### src/hdl/wpool_pkg.sv
// ----------------------------------------------------------------------------
// wpool_pkg
// Shared types and constants for the window pooling core.
// ----------------------------------------------------------------------------
package wpool_pkg;

  localparam int PIXEL_W        = 16;
  localparam int CFG_DATA_W     = 11;
  localparam int CFG_IDX_W      = 3;
  localparam int POS_W          = 10;
  localparam int STRIDE_W       = 4;
  localparam int WIN_REG_W      = 4;
  localparam int MAX_HEIGHT     = 1024;
  localparam int MAX_MAPS       = 1024;
  localparam int DEF_MAX_WINDOW = 8;
  localparam int DEF_MAX_WIDTH  = 1024;

  localparam logic                 RST_POOL_MODE = 1'b0;
  localparam logic [WIN_REG_W-1:0] RST_WINDOW    = 4'd2;
  localparam logic [STRIDE_W-1:0]  RST_STRIDE    = 4'd2;
  localparam logic [CFG_DATA_W-1:0] RST_WIDTH    = 11'd32;
  localparam logic [CFG_DATA_W-1:0] RST_HEIGHT   = 11'd32;
  localparam logic [CFG_DATA_W-1:0] RST_MAPS     = 11'd1;

  typedef enum logic [CFG_IDX_W-1:0] {
    REG_POOL_MODE   = 3'd0,
    REG_WINDOW_SIZE = 3'd1,
    REG_STRIDE_STEP = 3'd2,
    REG_MAP_WIDTH   = 3'd3,
    REG_MAP_HEIGHT  = 3'd4,
    REG_MAP_COUNT   = 3'd5
  } reg_idx_t;

  typedef enum logic [2:0] {
    ST_IDLE,
    ST_COL,
    ST_CHECK,
    ST_EMIT,
    ST_DIV
  } state_t;

  typedef struct packed {
    logic accept;
    logic col_step;
    logic check;
    logic div_start;
    logic load_out;
  } cmd_t;

  typedef struct packed {
    logic win_cand;
    logic aligned;
    logic avg_mode;
    logic div_busy;
    logic out_free;
  } status_t;

endpackage

### src/hdl/wpool_ctrl.sv
// ----------------------------------------------------------------------------
// wpool_ctrl
// Sequencer for the pooling datapath: accept, column step, window check,
// result emission.
// ----------------------------------------------------------------------------
module wpool_ctrl (
  input  logic               clk,
  input  logic               rst,
  input  logic               in_valid,
  output logic               in_ready,
  input  wpool_pkg::status_t status,
  output wpool_pkg::cmd_t    cmd
);

  import wpool_pkg::*;

  state_t state;
  state_t state_next;

  always_ff @(posedge clk) begin
    if (rst) begin
      state <= ST_IDLE;
    end else begin
      state <= state_next;
    end
  end

  always_comb begin
    state_next = state;
    cmd        = '0;
    in_ready   = 1'b0;
    case (state)
      ST_IDLE: begin
        in_ready = 1'b1;
        if (in_valid) begin
          cmd.accept = 1'b1;
          state_next = ST_COL;
        end
      end
      ST_COL: begin
        cmd.col_step = 1'b1;
        state_next   = status.win_cand ? ST_CHECK : ST_IDLE;
      end
      ST_CHECK: begin
        cmd.check  = 1'b1;
        state_next = status.aligned ? ST_EMIT : ST_IDLE;
      end
      ST_EMIT: begin
        if (status.avg_mode) begin
          cmd.div_start = 1'b1;
          state_next    = ST_DIV;
        end else if (status.out_free) begin
          cmd.load_out = 1'b1;
          state_next   = ST_IDLE;
        end
      end
      ST_DIV: begin
        // hold until the quotient is ready and the output slot is free
        if (!status.div_busy && status.out_free) begin
          cmd.load_out = 1'b1;
          state_next   = ST_IDLE;
        end
      end
      default: begin
        state_next = ST_IDLE;
      end
    endcase
  end

endmodule

### config.mk
export PLATFORM = sky130hd
export DESIGN_NAME = wpool_ctrl
export DESIGN_NICKNAME = d
export VERILOG_FILES = /design/src/hdl/wpool_pkg.sv /design/src/hdl/wpool_ctrl.sv
export SDC_FILE = /design/constraint.sdc
export NUM_CORES = 1
export LEC_CHECK = 0
export BUFFER_PORTS_ARGS = -buffer_cell sky130_fd_sc_hd__buf_2
export CAP_MARGIN = 20
export CORE_AREA = 2 2 39 41
export CTS_BUF_LIST = sky130_fd_sc_hd__clkbuf_4 sky130_fd_sc_hd__clkbuf_8
export CTS_CLUSTER_SIZE = 10
export DETAILED_ROUTE_END_ITERATION = 7
export DIE_AREA = 0 0 41 43
export PLACE_DENSITY = 0.47
export SYNTH_ARGS = -nofsm -noshare
export SYNTH_HDL_FRONTEND = slang
export SYNTH_SLANG_ARGS = --single-unit
### constraint.sdc
create_clock -name clk -period 1.3 [get_ports clk]
set_input_delay 0.065 -clock clk [delete_from_list [all_inputs] [get_ports clk]]
set_output_delay 0.065 -clock clk [all_outputs]
set_load 0.03 [all_outputs]
==> reports/summary.json, run 1 <==
{
  "synth-compound-area-share_pct": 17.03,
  "finClkSkew_ps": 4.106,
  "route.detailed.drc": 0,
  "grt_antenna_before_repair": 0,
  "synth.ff_latch_count": 3,
  "met3_wirelength_um": 40,
  "r2r_slack_ps": 360,
  "clk_latency_ps": 240,
  "final_slew_violations": 0,
  "crit_type": "reg -> out",
  "grt_pass1_wl_um": 945,
  "nNetsFinal": 54,
  "dr.first_iter.drc_count": 4,
  "regArea_um2": 66.31,
  "sequential_fraction_of_the_synthesis_area_pct": 26.37,
  "grt_max_degree": 10,
  "place_congestion": 0.6561,
  "synth_xor_area_share_pct": 0,
  "timing.critical_path.fanout_max": 7,
  "drv.max_cap_violation_count": 0,
  "hp-class": "in -> reg",
  "first_global_vias": 222,
  "yosys.area_share.simple_pct": 50.00,
  "grt_setup_unrepaired": "yes",
  "final_min_period_over_clock_period_pct": 102.9,
  "finalHoldViolCount": 0,
  "globalRoute.totalOverflow": 0,
  "synthAdderAreaFrac_pct": 0,
  "power.net_switching_mw": 0.1106,
  "numPortBuffers": 13,
  "worst_ir_drop_vdd_v": 0.0003791,
  "cellLeakagePower_nw": 0.1741,
  "synth_cell_type_count": 22,
  "status": "finished, violations left",
  "timing.hold.ws_ps": 75.92,
  "cts.sink_count": 3,
  "crit-reg2reg-capture": "state[0]$_SDFFE_PP0P_",
  "syn_to_final_growth_pct": 62.09,
  "clockBufferDepth": 2,
  "yosysWarnings": 0,
  "cts_setup_buffers": 0,
  "cell_family_contributing_the_most_delay_on_the_critical_path": "simple AND/OR/NAND/NOR gates",
  "fin_total_pwr_mw": 0.3883,
  "layout.filler_cells": 162,
  "clk_transition_reported_paths_ps": 40,
  "regs_by_ff_count": "state x3",
  "power.share.clock_pct": 48.4,
  "detail_route.wl_per_cell_um": 8.770,
  "yosys_top_cell_area_share_pct": 26.37,
  "power_density_relative_to_cell_area_mw_per_mm2": 1052,
  "postLayoutSetupSlackWorst_ps": -37.87,
  "cts-buffers-inserted": 3,
  "crit_arrival_ps": 1270,
  "largest_reg_flops": 3,
  "grt.total_usage_pct": 8.434,
  "chipHeight_um": 43,
  "timing.critical_path.to_type": "output port",
  "timing.fmax_mhz": 747.5,
  "mappedNetlistArea_um2": 227.7,
  "worst_setup_path_endpoint": "cmd[4]",
  "final_area_um2": 369.1,
  "finalWorstPathRequiredPeriod_ps": 1338,
  "yosysTopAreaCell": "sky130_fd_sc_hd__dfxtp_1",
  "worst_setup_path_startpoint": "state[2]$_SDFFE_PP0P_",
  "regMostFlops": "state",
  "rr_worst_depth": 3,
  "drt.antenna.violating_nets": 0,
  "wl_met2_um": 216,
  "cp_num_buf_inv": 2,
  "cts_tree": "yes",
  "max_stage_delay_ps": 370,
  "final_layout_size_suffix_gt1_share_pct": 55.56,
  "worstMarginPinSlew_ps": 265.6,
  "die_area_mm2": 0.001763,
  "core_mm2": 0.001384,
  "critical_path.slowest_cell": "sky130_fd_sc_hd__or3_4",
  "multi_input_comb_area_um2": 155.1,
  "total_routed_wirelength_um": 535,
  "post-dp-hpwl_um": 419.7,
  "failed_checks": "negative setup slack",
  "worst_slew_margin_rel_pct": 82.05,
  "post-place-ws_ps": 110.3,
  "detailed_place.area_um2": 305.3,
  "postSynthAreaPerCell_um2": 8.133,
  "p_sw_share_pct": 28.49,
  "die_w_um": 41,
  "startpoint_type": "flop",
  "pwr-share-comb_pct": 24.5,
  "initial_utilization_pct": 16.46,
  "worst-path-stages": 4,
  "synth.top_cells.by_area": "sky130_fd_sc_hd__dfxtp_1 26%, sky130_fd_sc_hd__a21boi_1 6.6%, sky130_fd_sc_hd__nand2b_1 5.5%, sky130_fd_sc_hd__nor2b_1 5.5%, sky130_fd_sc_hd__nor3b_2 5.5%",
  "crit_path_cell_trace": "or3_4, inv_2, and2_4, buf_6",
  "length_of_the_first_detailed_routing_pass_in_iterations": 2,
  "detail_route.vias_per_cell": 3.967,
  "post_synth_net_total": 36,
  "top_layer": "met4",
  "data_required_time_of_the_worst_path_ps": 1240,
  "synthCells": 28,
  "design.portCount": 14,
  "cts_root_buf": "sky130_fd_sc_hd__clkbuf_4",
  "setup_violations": 1,
  "main_combinational_cell_family_by_area_after_synthesis": "simple AND/OR/NAND/NOR gates",
  "wirelength_met1_um": 261,
  "htree_levels": 1,
  "vias": 242,
  "mux_contribution_to_synthesized_area_pct": 0,
  "crit-reg2reg-launch": "state[2]$_SDFFE_PP0P_",
  "num_antenna_cells": 0,
  "internal_power_summed_over_all_cells_mw": 0.2777,
  "floorplan.rows": 14,
  "power_frac_seq_pct": 27.1
}
-- cells in the final DEF (no fill, tap or decap), types with 2 or more instances in the layout --
cell type                  instances
sky130_fd_sc_hd__clkbuf_4          5
sky130_fd_sc_hd__nand2b_1          2
sky130_fd_sc_hd__nor2b_1           2
sky130_fd_sc_hd__nand3_1           2
sky130_fd_sc_hd__buf_2            10
sky130_fd_sc_hd__dfxtp_2           2
sky130_fd_sc_hd__buf_6             2
sky130_fd_sc_hd__a21boi_1          2
-- worst min path at each step --
stage,endpoint,depth (start not counted),slack (ps),start
after floorplan,state[2]$_SDFFE_PP0P_,1,130,rst
after global placement,state[2]$_SDFFE_PP0P_,2,250,rst
after detailed placement,state[2]$_SDFFE_PP0P_,2,250,rst
after CTS,state[1]$_SDFFE_PP0P_,3,80,status[4]
after global routing,state[1]$_SDFFE_PP0P_,3,100,status[4]
final,state[1]$_SDFFE_PP0P_,3,80,status[4]
-- cell usage after synthesis --
library cell and count:
sky130_fd_sc_hd__dfxtp_1 3, sky130_fd_sc_hd__a21boi_1 2, sky130_fd_sc_hd__nand2b_1 2, sky130_fd_sc_hd__nand3_1 2, sky130_fd_sc_hd__nor2b_1 2, sky130_fd_sc_hd__a21oi_1 1
sky130_fd_sc_hd__a31oi_1 1, sky130_fd_sc_hd__and2_1 1, sky130_fd_sc_hd__and3b_1 1, sky130_fd_sc_hd__buf_4 1, sky130_fd_sc_hd__inv_1 1, sky130_fd_sc_hd__inv_2 1
sky130_fd_sc_hd__nand2_1 1, sky130_fd_sc_hd__nand3b_1 1, sky130_fd_sc_hd__nor2_1 1, sky130_fd_sc_hd__nor2b_2 1, sky130_fd_sc_hd__nor3b_1 1, sky130_fd_sc_hd__nor3b_2 1
sky130_fd_sc_hd__nor4b_1 1, sky130_fd_sc_hd__o21a_1 1, sky130_fd_sc_hd__o21ai_1 1, sky130_fd_sc_hd__or3_4 1
-- power by group through the flow --
stage	clock (mW)	sequential (mW)	combinational [mW]
after detailed placement	0	0.108	0.0856
after CTS	0.196	0.104	0.0959
after floorplan	0	0.105	0.0583
after global routing	0.202	0.107	0.105
after global placement	0	0.108	0.0848
final	0.188	0.105	0.0951
-- per-stage QoR --
step                instances  utilization, %  TNS (ps)
floorplan                  28               -         0
global placement           56           22.06         0
detailed placement         56           22.06         0
CTS                        61           26.40    -53.99
global route               61           26.67    -248.1
finish                     61           26.67    -37.87
-- metal layers --
| layer | up-vias | track usage, % |
|---|---|---|
| li1 | 131 | - |
| met1 | 96 | 12.86 |
| met2 | 13 | 8.125 |
| met3 | 2 | 3.141 |
| met4 | 0 | 8.000 |
| met5 | - | 0 |
-- tightest hold or removal path, stage by stage --
cell and delay, ps:
sky130_fd_sc_hd__buf_2 90, sky130_fd_sc_hd__nand2_1 50, sky130_fd_sc_hd__a21boi_1 60
-- cell type report --
| type | count | share of cell area [%] |
|---|---|---|
| Clock buffer | 4 | 8.136 |
| Inverter | 2 | 2.034 |
| Multi-Input combinational cell | 22 | 42.03 |
| Sequential cell | 3 | 17.97 |
| Tap cell | 16 | 5.424 |
| Timing Repair Buffer | 14 | 24.41 |
-- cell families (layout without fill, tap and decap cells) --
kind of cell / count (synthesis) / after routing
flip-flops: 3 / 3
AO/OA/AOI/OAI: 6 / 6
AND/OR/NAND/NOR: 16 / 16
buffers and inverters: 3 / 20
-- repair_timing --
item	CTS	global route
gates resized for setup	8	2
pin swaps	2	0
hold buffers	1	0
endpoints found under the hold margin	1	0
setup endpoints to repair	4	6
Note: power is estimated with default switching activity, not from simulation.
==> run 2: changes to the inputs <==
Settings changed: CORE_AREA 2 2 39 41 to 5 5 42 44, DIE_AREA 0 0 41 43 to 0 0 47 49.
==> reports/summary.json, run 2 (synthesis results as in run 1) <==
{
  "clk_transition_reported_paths_ps": 40,
  "cts_tree": "yes",
  "layout.filler_cells": 164,
  "power_frac_seq_pct": 26.8,
  "cts.sink_count": 3,
  "core_mm2": 0.001401,
  "initial_utilization_pct": 16.25,
  "numPortBuffers": 13,
  "rr_worst_depth": 4,
  "detailed_place.area_um2": 305.3,
  "floorplan.rows": 14,
  "crit_type": "reg -> out",
  "power_density_relative_to_cell_area_mw_per_mm2": 1013,
  "met3_wirelength_um": 58,
  "pwr-share-comb_pct": 24.6,
  "place_congestion": 0.6993,
  "clockBufferDepth": 2,
  "postLayoutCoreUtil_pct": 27.32,
  "globalRoute.totalOverflow": 0,
  "length_of_the_first_detailed_routing_pass_in_iterations": 2,
  "fin_total_pwr_mw": 0.3878,
  "timing.fmax_mhz": 740.9,
  "design.portCount": 14,
  "grt_antenna_before_repair": 0,
  "grt.total_usage_pct": 6.470,
  "wl_met2_um": 290,
  "internal_power_summed_over_all_cells_mw": 0.2756,
  "clk_latency_ps": 240,
  "grt_setup_unrepaired": "yes",
  "hp-class": "in -> reg",
  "chipHeight_um": 49,
  "finClkSkew_ps": 0.4571,
  "failed_checks": "negative setup slack",
  "route.detailed.drc": 0,
  "final_cell_mix": "11 x sky130_fd_sc_hd__buf_2, 4 x sky130_fd_sc_hd__clkbuf_4, 3 x sky130_fd_sc_hd__buf_4",
  "finalWorstPathRequiredPeriod_ps": 1350,
  "whs_path_depth": 3,
  "first_global_vias": 258,
  "cellLeakagePower_nw": 0.1836,
  "grt_pass1_wl_um": 1062,
  "worst_ir_drop_vdd_v": 0.0002726,
  "regMostFlops": "state",
  "detail_route.vias_per_cell": 4.175,
  "timing.hold.ws_ps": 77.29,
  "setup_violations": 1,
  "dr.first_iter.drc_count": 7,
  "die_area_mm2": 0.002303,
  "post-dp-hpwl_um": 479.9,
  "vias": 263,
  "postLayoutSetupSlackWorst_ps": -49.68,
  "final_layout_size_suffix_gt1_share_pct": 55.32,
  "drt.antenna.violating_nets": 0,
  "wirelength_met1_um": 258,
  "worst_slew_margin_rel_pct": 81.99,
  "startpoint_type": "flop",
  "syn_to_final_growth_pct": 68.13,
  "grt_max_degree": 10,
  "detail_route.wl_per_cell_um": 9.952,
  "final_min_period_over_clock_period_pct": 103.8,
  "timing.critical_path.to_type": "output port",
  "final_area_um2": 382.9,
  "crit_arrival_ps": 1280,
  "final_slew_violations": 0,
  "total_routed_wirelength_um": 627,
  "top_layer": "met4",
  "cts-buffers-inserted": 3,
  "worstMarginPinSlew_ps": 266.4,
  "power.net_switching_mw": 0.1122,
  "nNetsFinal": 56,
  "power.share.clock_pct": 48.6,
  "die_w_um": 47,
  "final_cell_count_no_fill": 63,
  "timing.critical_path.fanout_max": 4,
  "dpl.cell_count": 56,
  "post-place-ws_ps": 112.4,
  "drv.max_cap_violation_count": 0,
  "finalSetupTns_ps": -49.68,
  "mostFrequentLayoutCell": "sky130_fd_sc_hd__buf_2",
  "p_sw_share_pct": 28.93,
  "num_antenna_cells": 0,
  "htree_levels": 1,
  "finalHoldViolCount": 0,
  "largest_reg_flops": 3,
  "cts_root_buf": "sky130_fd_sc_hd__clkbuf_4",
  "regs_by_ff_count": "state x3",
  "data_required_time_of_the_worst_path_ps": 1240,
  "status": "finished, violations left"
}
## run 2: layout make-up
cell class	instances	area (µm²)	area share, %
clock buffer	4	30.03	7.843
inverter	2	7.507	1.961
multi-input combinational	22	157.7	41.18
sequential	3	68.82	17.97
tap	16	20.02	5.229
timing repair buffer	16	98.84	25.82
## run 2: worst max-delay path: stages (launching register included)
cell and delay [ps]:
sky130_fd_sc_hd__dfxtp_4 350, sky130_fd_sc_hd__or3_4 390, sky130_fd_sc_hd__inv_2 60, sky130_fd_sc_hd__and2_1 130, sky130_fd_sc_hd__buf_6 130
## run 2: power by group through the flow
| stage | clock, mW | sequential [mW] | combinational, mW |
|---|---|---|---|
| after floorplan | 0 | 0.105 | 0.0583 |
| after global placement | 0 | 0.108 | 0.0855 |
| after detailed placement | 0 | 0.108 | 0.0859 |
| after CTS | 0.190 | 0.106 | 0.0944 |
| after global routing | 0.206 | 0.105 | 0.104 |
| final | 0.189 | 0.104 | 0.0954 |
## run 2: timing repair
| action | 4_1_cts | 5_1_grt |
|---|---|---|
| hold buffers | 1 | 0 |
| buffers inserted | 1 | 1 |
| gates resized for setup | 8 | 1 |
| endpoints found under the setup margin | 4 | 4 |
| hold endpoints to repair | 1 | 0 |
| pin swaps | 1 | 0 |
| cloned | 0 | 0 |
## run 2: final timing paths
path | slack [ps] | start | endpoint
setup / recovery | -50 | state[1]$_SDFFE_PP0P_ | cmd[4]
hold / removal | 80 | status[4] | state[1]$_SDFFE_PP0P_
setup reg to reg | 230 | state[2]$_SDFFE_PP0P_ | state[1]$_SDFFE_PP0P_
hold reg to reg | 570 | state[0]$_SDFFE_PP0P_ | state[2]$_SDFFE_PP0P_
## run 2: layer usage
metal,up-vias,track usage (%)
met5,-,0
met4,0,5.530
met3,2,2.952
met2,11,7.919
met1,116,8.096
li1,134,-
